[src/rtl/core/msh_pkg.sv]
// Package for the multi-algorithm string hash: algorithm codes, register
// indexes, hash constants and the running-state struct.
// No dependencies.
package msh_pkg;

  localparam int unsigned HashW   = 32;
  localparam int unsigned AlgW    = 4;
  localparam int unsigned CfgIdxW = 1;

  typedef enum logic [AlgW-1:0] {
    AlgRs   = 4'd0,
    AlgJs   = 4'd1,
    AlgPjw  = 4'd2,
    AlgElf  = 4'd3,
    AlgBkdr = 4'd4,
    AlgSdbm = 4'd5,
    AlgDjb  = 4'd6,
    AlgDek  = 4'd7,
    AlgAp   = 4'd8
  } alg_e;

  typedef enum logic [CfgIdxW-1:0] {
    CfgAlgSel   = 1'b0,
    CfgBkdrSeed = 1'b1
  } cfg_idx_e;

  localparam logic [HashW-1:0] RsB        = 32'd378551;
  localparam logic [HashW-1:0] RsA0       = 32'd63689;
  localparam logic [HashW-1:0] JsInit     = 32'd1315423911;
  localparam logic [HashW-1:0] NibbleHigh = 32'hF000_0000;
  localparam logic [HashW-1:0] BkdrReset  = 32'd131;
  localparam logic [HashW-1:0] DjbInit    = 32'd5381;
  localparam logic [HashW-1:0] ApInit     = 32'hAAAA_AAAA;

  typedef struct packed {
    logic [HashW-1:0] hash;
    logic [HashW-1:0] rs_mult;
    logic             odd;
  } hash_state_t;

  typedef struct packed {
    logic [7:0]       data;
    logic             first;
    logic             last;
    logic [HashW-1:0] length;
  } in_item_t;

endpackage

[src/rtl/core/msh_fold.sv]
// One hash step: optional restart, then folds one byte into the running state
// with the selected algorithm. Combinational; one shared 32x32 multiplier plus the RS a*b update.
// Depends on msh_pkg.
module msh_fold
  import msh_pkg::*;
(
  input  logic [AlgW-1:0]  alg_i,
  input  logic [HashW-1:0] bkdr_seed_i,
  input  hash_state_t      cur_i,
  input  in_item_t         item_i,
  output hash_state_t      nxt_o
);

  logic [HashW-1:0] c;
  logic [HashW-1:0] start;
  logic [HashW-1:0] h0;
  logic [HashW-1:0] rs0;
  logic             odd0;
  logic [HashW-1:0] mul_a;
  logic [HashW-1:0] mul_b;
  logic [HashW-1:0] prod;
  logic [HashW-1:0] sh4;
  logic [HashW-1:0] top4;
  logic [HashW-1:0] h_new;
  logic [HashW-1:0] rs_new;

  assign c = {{24{item_i.data[7]}}, item_i.data};

  always_comb begin
    case (alg_i)
      AlgJs:   start = JsInit;
      AlgDjb:  start = DjbInit;
      AlgDek:  start = item_i.length;
      AlgAp:   start = ApInit;
      default: start = '0;
    endcase
  end

  assign h0   = item_i.first ? start : cur_i.hash;
  assign rs0  = item_i.first ? RsA0 : cur_i.rs_mult;
  assign odd0 = item_i.first ? 1'b0 : cur_i.odd;

  // shared multiplier: RS h*a, BKDR h*seed, AP c*(h>>3)
  always_comb begin
    case (alg_i)
      AlgRs: begin
        mul_a = h0;
        mul_b = rs0;
      end
      AlgBkdr: begin
        mul_a = h0;
        mul_b = bkdr_seed_i;
      end
      default: begin
        mul_a = c;
        mul_b = h0 >> 3;
      end
    endcase
  end

  assign prod = mul_a * mul_b;
  assign sh4  = (h0 << 4) + c;
  assign top4 = sh4 & NibbleHigh;

  always_comb begin
    h_new  = h0;
    rs_new = rs0;
    case (alg_i)
      AlgRs: begin
        h_new  = prod + c;
        rs_new = rs0 * RsB;
      end
      AlgJs:   h_new = h0 ^ ((h0 << 5) + c + (h0 >> 2));
      AlgPjw: begin
        if (top4 != '0) begin
          h_new = (sh4 ^ (top4 >> 24)) & ~NibbleHigh;
        end else begin
          h_new = sh4;
        end
      end
      AlgElf:  h_new = (sh4 ^ (top4 >> 24)) & ~top4;
      AlgBkdr: h_new = prod + c;
      AlgSdbm: h_new = c + (h0 << 6) + (h0 << 16) - h0;
      AlgDjb:  h_new = (h0 << 5) + h0 + c;
      AlgDek:  h_new = ((h0 << 5) ^ (h0 >> 27)) ^ c;
      AlgAp: begin
        if (!odd0) begin
          h_new = h0 ^ ((h0 << 7) ^ prod);
        end else begin
          h_new = h0 ^ ~((h0 << 11) + (c ^ (h0 >> 5)));
        end
      end
      default: h_new = h0;
    endcase
  end

  assign nxt_o.hash    = h_new;
  assign nxt_o.rs_mult = rs_new;
  assign nxt_o.odd     = ~odd0;

endmodule

[src/rtl/core/multi_algorithm_string_hash_top.sv]
// Channel  Dir  Handshake                 Payload
// in       in   in_valid_i / in_stall_o   data_byte_i, first_byte_i, last_byte_i, string_length_i
// out      out  out_valid_o / out_stall_i hash_value_o
// cfg      in   cfg_valid_i / cfg_ready_o cfg_index_i, cfg_data_i
//
// One byte per cycle while the input is not stalled. A byte is registered on
// accept and folded into the running hash as it leaves; a last byte's hash is then registered.
// The rate is set by the running-hash update loop (one multiply-add per cycle).
// Async active-low reset loads config, state and valid flags, not data registers; no clearing pass.
// A stalled result holds; a last byte then waits in the input register and
// stalls the input. Non-last bytes keep flowing. Depends on msh_pkg, msh_fold.
module multi_algorithm_string_hash_top
  import msh_pkg::*;
(
  input  logic               clk_i,
  input  logic               rst_ni,
  input  logic               in_valid_i,
  output logic               in_stall_o,
  input  logic [7:0]         data_byte_i,
  input  logic               first_byte_i,
  input  logic               last_byte_i,
  input  logic [HashW-1:0]   string_length_i,
  output logic               out_valid_o,
  input  logic               out_stall_i,
  output logic [HashW-1:0]   hash_value_o,
  input  logic               cfg_valid_i,
  output logic               cfg_ready_o,
  input  logic [CfgIdxW-1:0] cfg_index_i,
  input  logic [HashW-1:0]   cfg_data_i
);

  logic [AlgW-1:0]  alg_q;
  logic [HashW-1:0] seed_q;
  hash_state_t      st_q, st_d;
  in_item_t         item_q;
  logic             item_vld_q;
  logic             out_vld_q;
  logic [HashW-1:0] out_hash_q;
  logic             in_acc;
  logic             adv;

  assign cfg_ready_o = 1'b1;

  always_ff @(posedge clk_i or negedge rst_ni) begin
    if (!rst_ni) begin
      alg_q  <= AlgRs;
      seed_q <= BkdrReset;
    end else if (cfg_valid_i) begin
      unique case (cfg_index_i)
        CfgAlgSel:   alg_q  <= cfg_data_i[AlgW-1:0];
        CfgBkdrSeed: seed_q <= cfg_data_i;
        default:     ;
      endcase
    end
  end

  assign adv        = item_vld_q && !(item_q.last && out_vld_q && out_stall_i);
  assign in_stall_o = item_vld_q && !adv;
  assign in_acc     = in_valid_i && !in_stall_o;

  always_ff @(posedge clk_i or negedge rst_ni) begin
    if (!rst_ni) begin
      item_vld_q <= 1'b0;
    end else if (in_acc) begin
      item_vld_q <= 1'b1;
    end else if (adv) begin
      item_vld_q <= 1'b0;
    end
  end

  always_ff @(posedge clk_i) begin
    if (in_acc) begin
      item_q.data   <= data_byte_i;
      item_q.first  <= first_byte_i;
      item_q.last   <= last_byte_i;
      item_q.length <= string_length_i;
    end
  end

  msh_fold u_fold (
    .alg_i      (alg_q),
    .bkdr_seed_i(seed_q),
    .cur_i      (st_q),
    .item_i     (item_q),
    .nxt_o      (st_d)
  );

  always_ff @(posedge clk_i or negedge rst_ni) begin
    if (!rst_ni) begin
      st_q.hash    <= '0;
      st_q.rs_mult <= RsA0;
      st_q.odd     <= 1'b0;
    end else if (adv) begin
      st_q <= st_d;
    end
  end

  always_ff @(posedge clk_i or negedge rst_ni) begin
    if (!rst_ni) begin
      out_vld_q <= 1'b0;
    end else if (adv && item_q.last) begin
      out_vld_q <= 1'b1;
    end else if (!out_stall_i) begin
      out_vld_q <= 1'b0;
    end
  end

  always_ff @(posedge clk_i) begin
    if (adv && item_q.last) begin
      out_hash_q <= st_d.hash;
    end
  end

  assign out_valid_o  = out_vld_q;
  assign hash_value_o = out_hash_q;

  a_stall_cause: assert property (@(posedge clk_i) disable iff (!rst_ni)
    in_stall_o |-> (item_vld_q && item_q.last && out_valid_o && out_stall_i))
    else $error("input stalled without a blocked result");

  a_result_match: assert property (@(posedge clk_i) disable iff (!rst_ni)
    (adv && item_q.last) |=> (out_valid_o && hash_value_o == st_q.hash))
    else $error("emitted hash differs from running hash");

  a_first_odd: assert property (@(posedge clk_i) disable iff (!rst_ni)
    (adv && item_q.first) |=> (st_q.odd && st_q.rs_mult == $past(st_d.rs_mult)))
    else $error("restart did not reset byte parity");

endmodule
[config.mk]
export PLATFORM = sky130hd
export DESIGN_NAME = multi_algorithm_string_hash_top
export DESIGN_NICKNAME = d
export VERILOG_FILES = /design/src/rtl/core/msh_pkg.sv /design/src/rtl/core/msh_fold.sv /design/src/rtl/core/multi_algorithm_string_hash_top.sv
export SDC_FILE = /design/constraint.sdc
export NUM_CORES = 2
export LEC_CHECK = 0
export BUFFER_PORTS_ARGS = -buffer_cell sky130_fd_sc_hd__buf_2
export CAP_MARGIN = 40
export CORE_MARGIN = 3
export CORE_UTILIZATION = 40
export CTS_CLUSTER_SIZE = 28
export DETAILED_ROUTE_END_ITERATION = 10
export PLACE_DENSITY_LB_ADDON = 0.3
export SYNTH_ARGS = -nofsm -noshare
export SYNTH_HDL_FRONTEND = slang
export SYNTH_SLANG_ARGS = --single-unit
[constraint.sdc]
create_clock -name clk_i -period 14.85 [get_ports clk_i]
set_input_delay 2.2275 -clock clk_i [delete_from_list [all_inputs] [get_ports clk_i]]
set_output_delay 2.2275 -clock clk_i [all_outputs]
set_load 0.005 [all_outputs]
==> run metrics <==
status completed; # clock sinks around 180; Post-CTS Resized 0; final-report max-slew violation count 0; worst-path maximum fanout 67; initial antenna violation count 13; final wirelength around 170 mm; hold_sp st_q[35]$_DFFE_PN0P_; Least-Margin Pin Slew 1.14 ns; crit path max-delay cell type dfrtp_1; Post-synth ARST share about three fifths; clk_lat worst skew ~0.54 ns; critical path's top delay family adder cells; TritonCTS clock tree yes; sequential fraction of the synthesis area between 10% and 20%; min cycle time layout between 10 and 15 ns; fin cells roughly 6,600; Crit. End Element register; gpl congestion 1.05; highest clock rate 76.3 MHz; first drt pass iteration count 8; most frequent CP cell fa_1; area delta synth->final 8.16%; 1st-iter DRT viols between 4,000 and 5,000; Distinct cells, synth approximately 100; row count 121; unrepaired setup endpoints after global routing false; Total Nets Final about 6,400; CTS root buf clkbuf_16; Starting Density roughly 40%; die extent in y between 300 and 400 um; critical path class reg -> reg; Synth Cell Area between 40,000 and 50,000 um^2; chip width between 300 and 400 um; Post-DRT Antenna Nets 0; r2r worst-path depth 39; share of layout cells above drive strength 1 about 8.8%; vias per cell 5.81; worst hold stages 2; CP peak stage delay just under 1 ns; clock-pin slew on the worst setup and hold paths about 0.1 ns; Buffers on Ports between 100 and 150; post-CTS setup buffers 0; Worst Hold Path EP st_q[35]$_DFFE_PN0P_; Routed WL per cell roughly 26 um; first-pass GRT wire length around 250 mm; pin count of the biggest net entering global routing between 60 and 70; Worst Hold Class reg -> reg; Period Utilization, post-route between 80% and 90%; RR Endpoint hash_value_o[31]$_DFFE_PP_; DP Cell Count roughly 6,600; Worst setup SP type register; placed instance area between 40,000 and 50,000 um^2; total negative slack 0 ns; number of global-route vias before repair a little under 40,000; # Max-Cap Violations 0; Via Count approximately 38,000; Slew headroom between 20% and 30%; post-synthesis register bit count about 180; final setup vio count 0; total CTS buffers 17; CORE AREA roughly 110,000 um^2; worst r2r src alg_q[0]$_DFFE_PN0P_; Post-DP HPWL 139 mm; Design Area, Final 48,200 um^2; synth warn 0; Worst Skew approximately 0.030 ns; mean post-synth cell area slightly below 9 um^2; CP bufs+invs 7; syn_nets 6,264; Worst EP required ~15 ns; total global routing overflow 0; htree depth 4; Tot GR Track Use just under 30%; crit path DAT between 10 and 15 ns; hold_buf cts 0; R2R Setup Slk about 1.7 ns; Final Hold Fails 0; Gate Count Post-Synth about 5,000; clk buf depth 2; Die Footprint between 100,000 and 150,000 um^2; predominant post-synthesis flop cell dfrtp_1; DRC Markers 0; io pins 115; number of synthesized flops with an enable pin 74
-- per-layer routing --
metal  track usage, %  wire (um)
met5            0.417         84
met4             14.0       9860
met3             8.91      20700
met2             43.1      71300
met1             40.8      71000
-- through the flow --
step / hold slack (ns) / worst slack, ns / utilization [%]
floorplan: 0.438 / 1.17 / -
global placement: 0.456 / 2.43 / 43.1
global route: 0.497 / 1.19 / 43.9
detailed placement: 0.460 / 2.09 / 43.3
finish: 0.479 / 1.75 / 43.9
CTS: 0.480 / 2.03 / 43.9
-- logic make-up (layout without fill, tap and decap cells) --
group | count (synthesis) | count (layout) | share of synthesized area, %
adders and majority gates | 1171 | 1171 | 44.7
and+or+nand+nor | 1204 | 1204 | 12.0
other | 1 | 11 | 0.00841
muxes | 72 | 72 | 1.76
buffers and inverters | 1058 | 1184 | 9.13
xor gates and xnor gates | 315 | 315 | 6.48
AOI/OAI and AO/OA | 1015 | 1015 | 15.1
DFF | 177 | 177 | 10.8
-- worst max path at each step --
| stage | from | endpoint | depth (start not counted) |
|---|---|---|---|
| after floorplan | item_q[41]$_DFFE_PP_ | hash_value_o[31]$_DFFE_PP_ | 41 |
| after global placement | alg_q[0]$_DFFE_PN0P_ | hash_value_o[31]$_DFFE_PP_ | 39 |
| after detailed placement | alg_q[0]$_DFFE_PN0P_ | hash_value_o[31]$_DFFE_PP_ | 39 |
| after CTS | alg_q[0]$_DFFE_PN0P_ | hash_value_o[31]$_DFFE_PP_ | 39 |
| after global routing | alg_q[0]$_DFFE_PN0P_ | hash_value_o[31]$_DFFE_PP_ | 39 |
| final | alg_q[0]$_DFFE_PN0P_ | hash_value_o[31]$_DFFE_PP_ | 39 |
-- synthesized netlist by cell type (32+ instances only) --
cell / n / area (um^2)
o21a_1: 39 / 293
nor3_1: 32 / 160
fa_1: 706 / 14100
o21ai_0: 196 / 981
mux2_2: 53 / 597
a21o_1: 107 / 803
dfrtp_1: 91 / 2280
inv_1: 877 / 3290
xor2_1: 79 / 692
nor2b_1: 67 / 419
ha_1: 465 / 5820
clkbuf_1: 115 / 432
a21oi_1: 277 / 1390
edfxtp_1: 74 / 2220
xnor2_1: 226 / 1980
nand2_1: 428 / 1610
nand2b_1: 45 / 282
nor2_1: 457 / 1720
a211oi_1: 38 / 285
-- tightest hold or removal path, cell delays in order, from the launching register on --
cell and delay [ns]:
dfrtp_1 0.35, nand2_1 0.05, nand2_1 0.05
-- state kept, by name, indices dropped and copies added, names as in the netlist --
register and cells:
seed_q 32, alg_q 4, item_q 42, hash_value_o 32
st_q 65, item_vld_q 1, out_valid_o 1
-- layout by cell type (no fill, tap or decap), drive strengths merged, types with 67 or more instances in the layout --
cell type  netlist  layout
a21o           107     107
buf             58     266
fa             706     706
a21oi          285     285
nand2          429     429
dfrtp           91      91
nor2           459     459
inv            884     893
xnor2          227     227
ha             465     465
xor2            79      79
nor2b           67      67
o21ai          216     216
edfxtp          74      74
-- final cells by class --
class	count	area (um^2)
inverter	885	3320
sequential	177	4810
clock buffer	17	425
fill	10805	61500
tap	1476	1850
multi-input combinational	3778	35800
clock inverter	15	229
antenna	10	25.0
timing repair buffer	267	1780
Power is not shown: default switching activity piles up to over one toggle a cycle in this logic, so the estimate is an artifact.
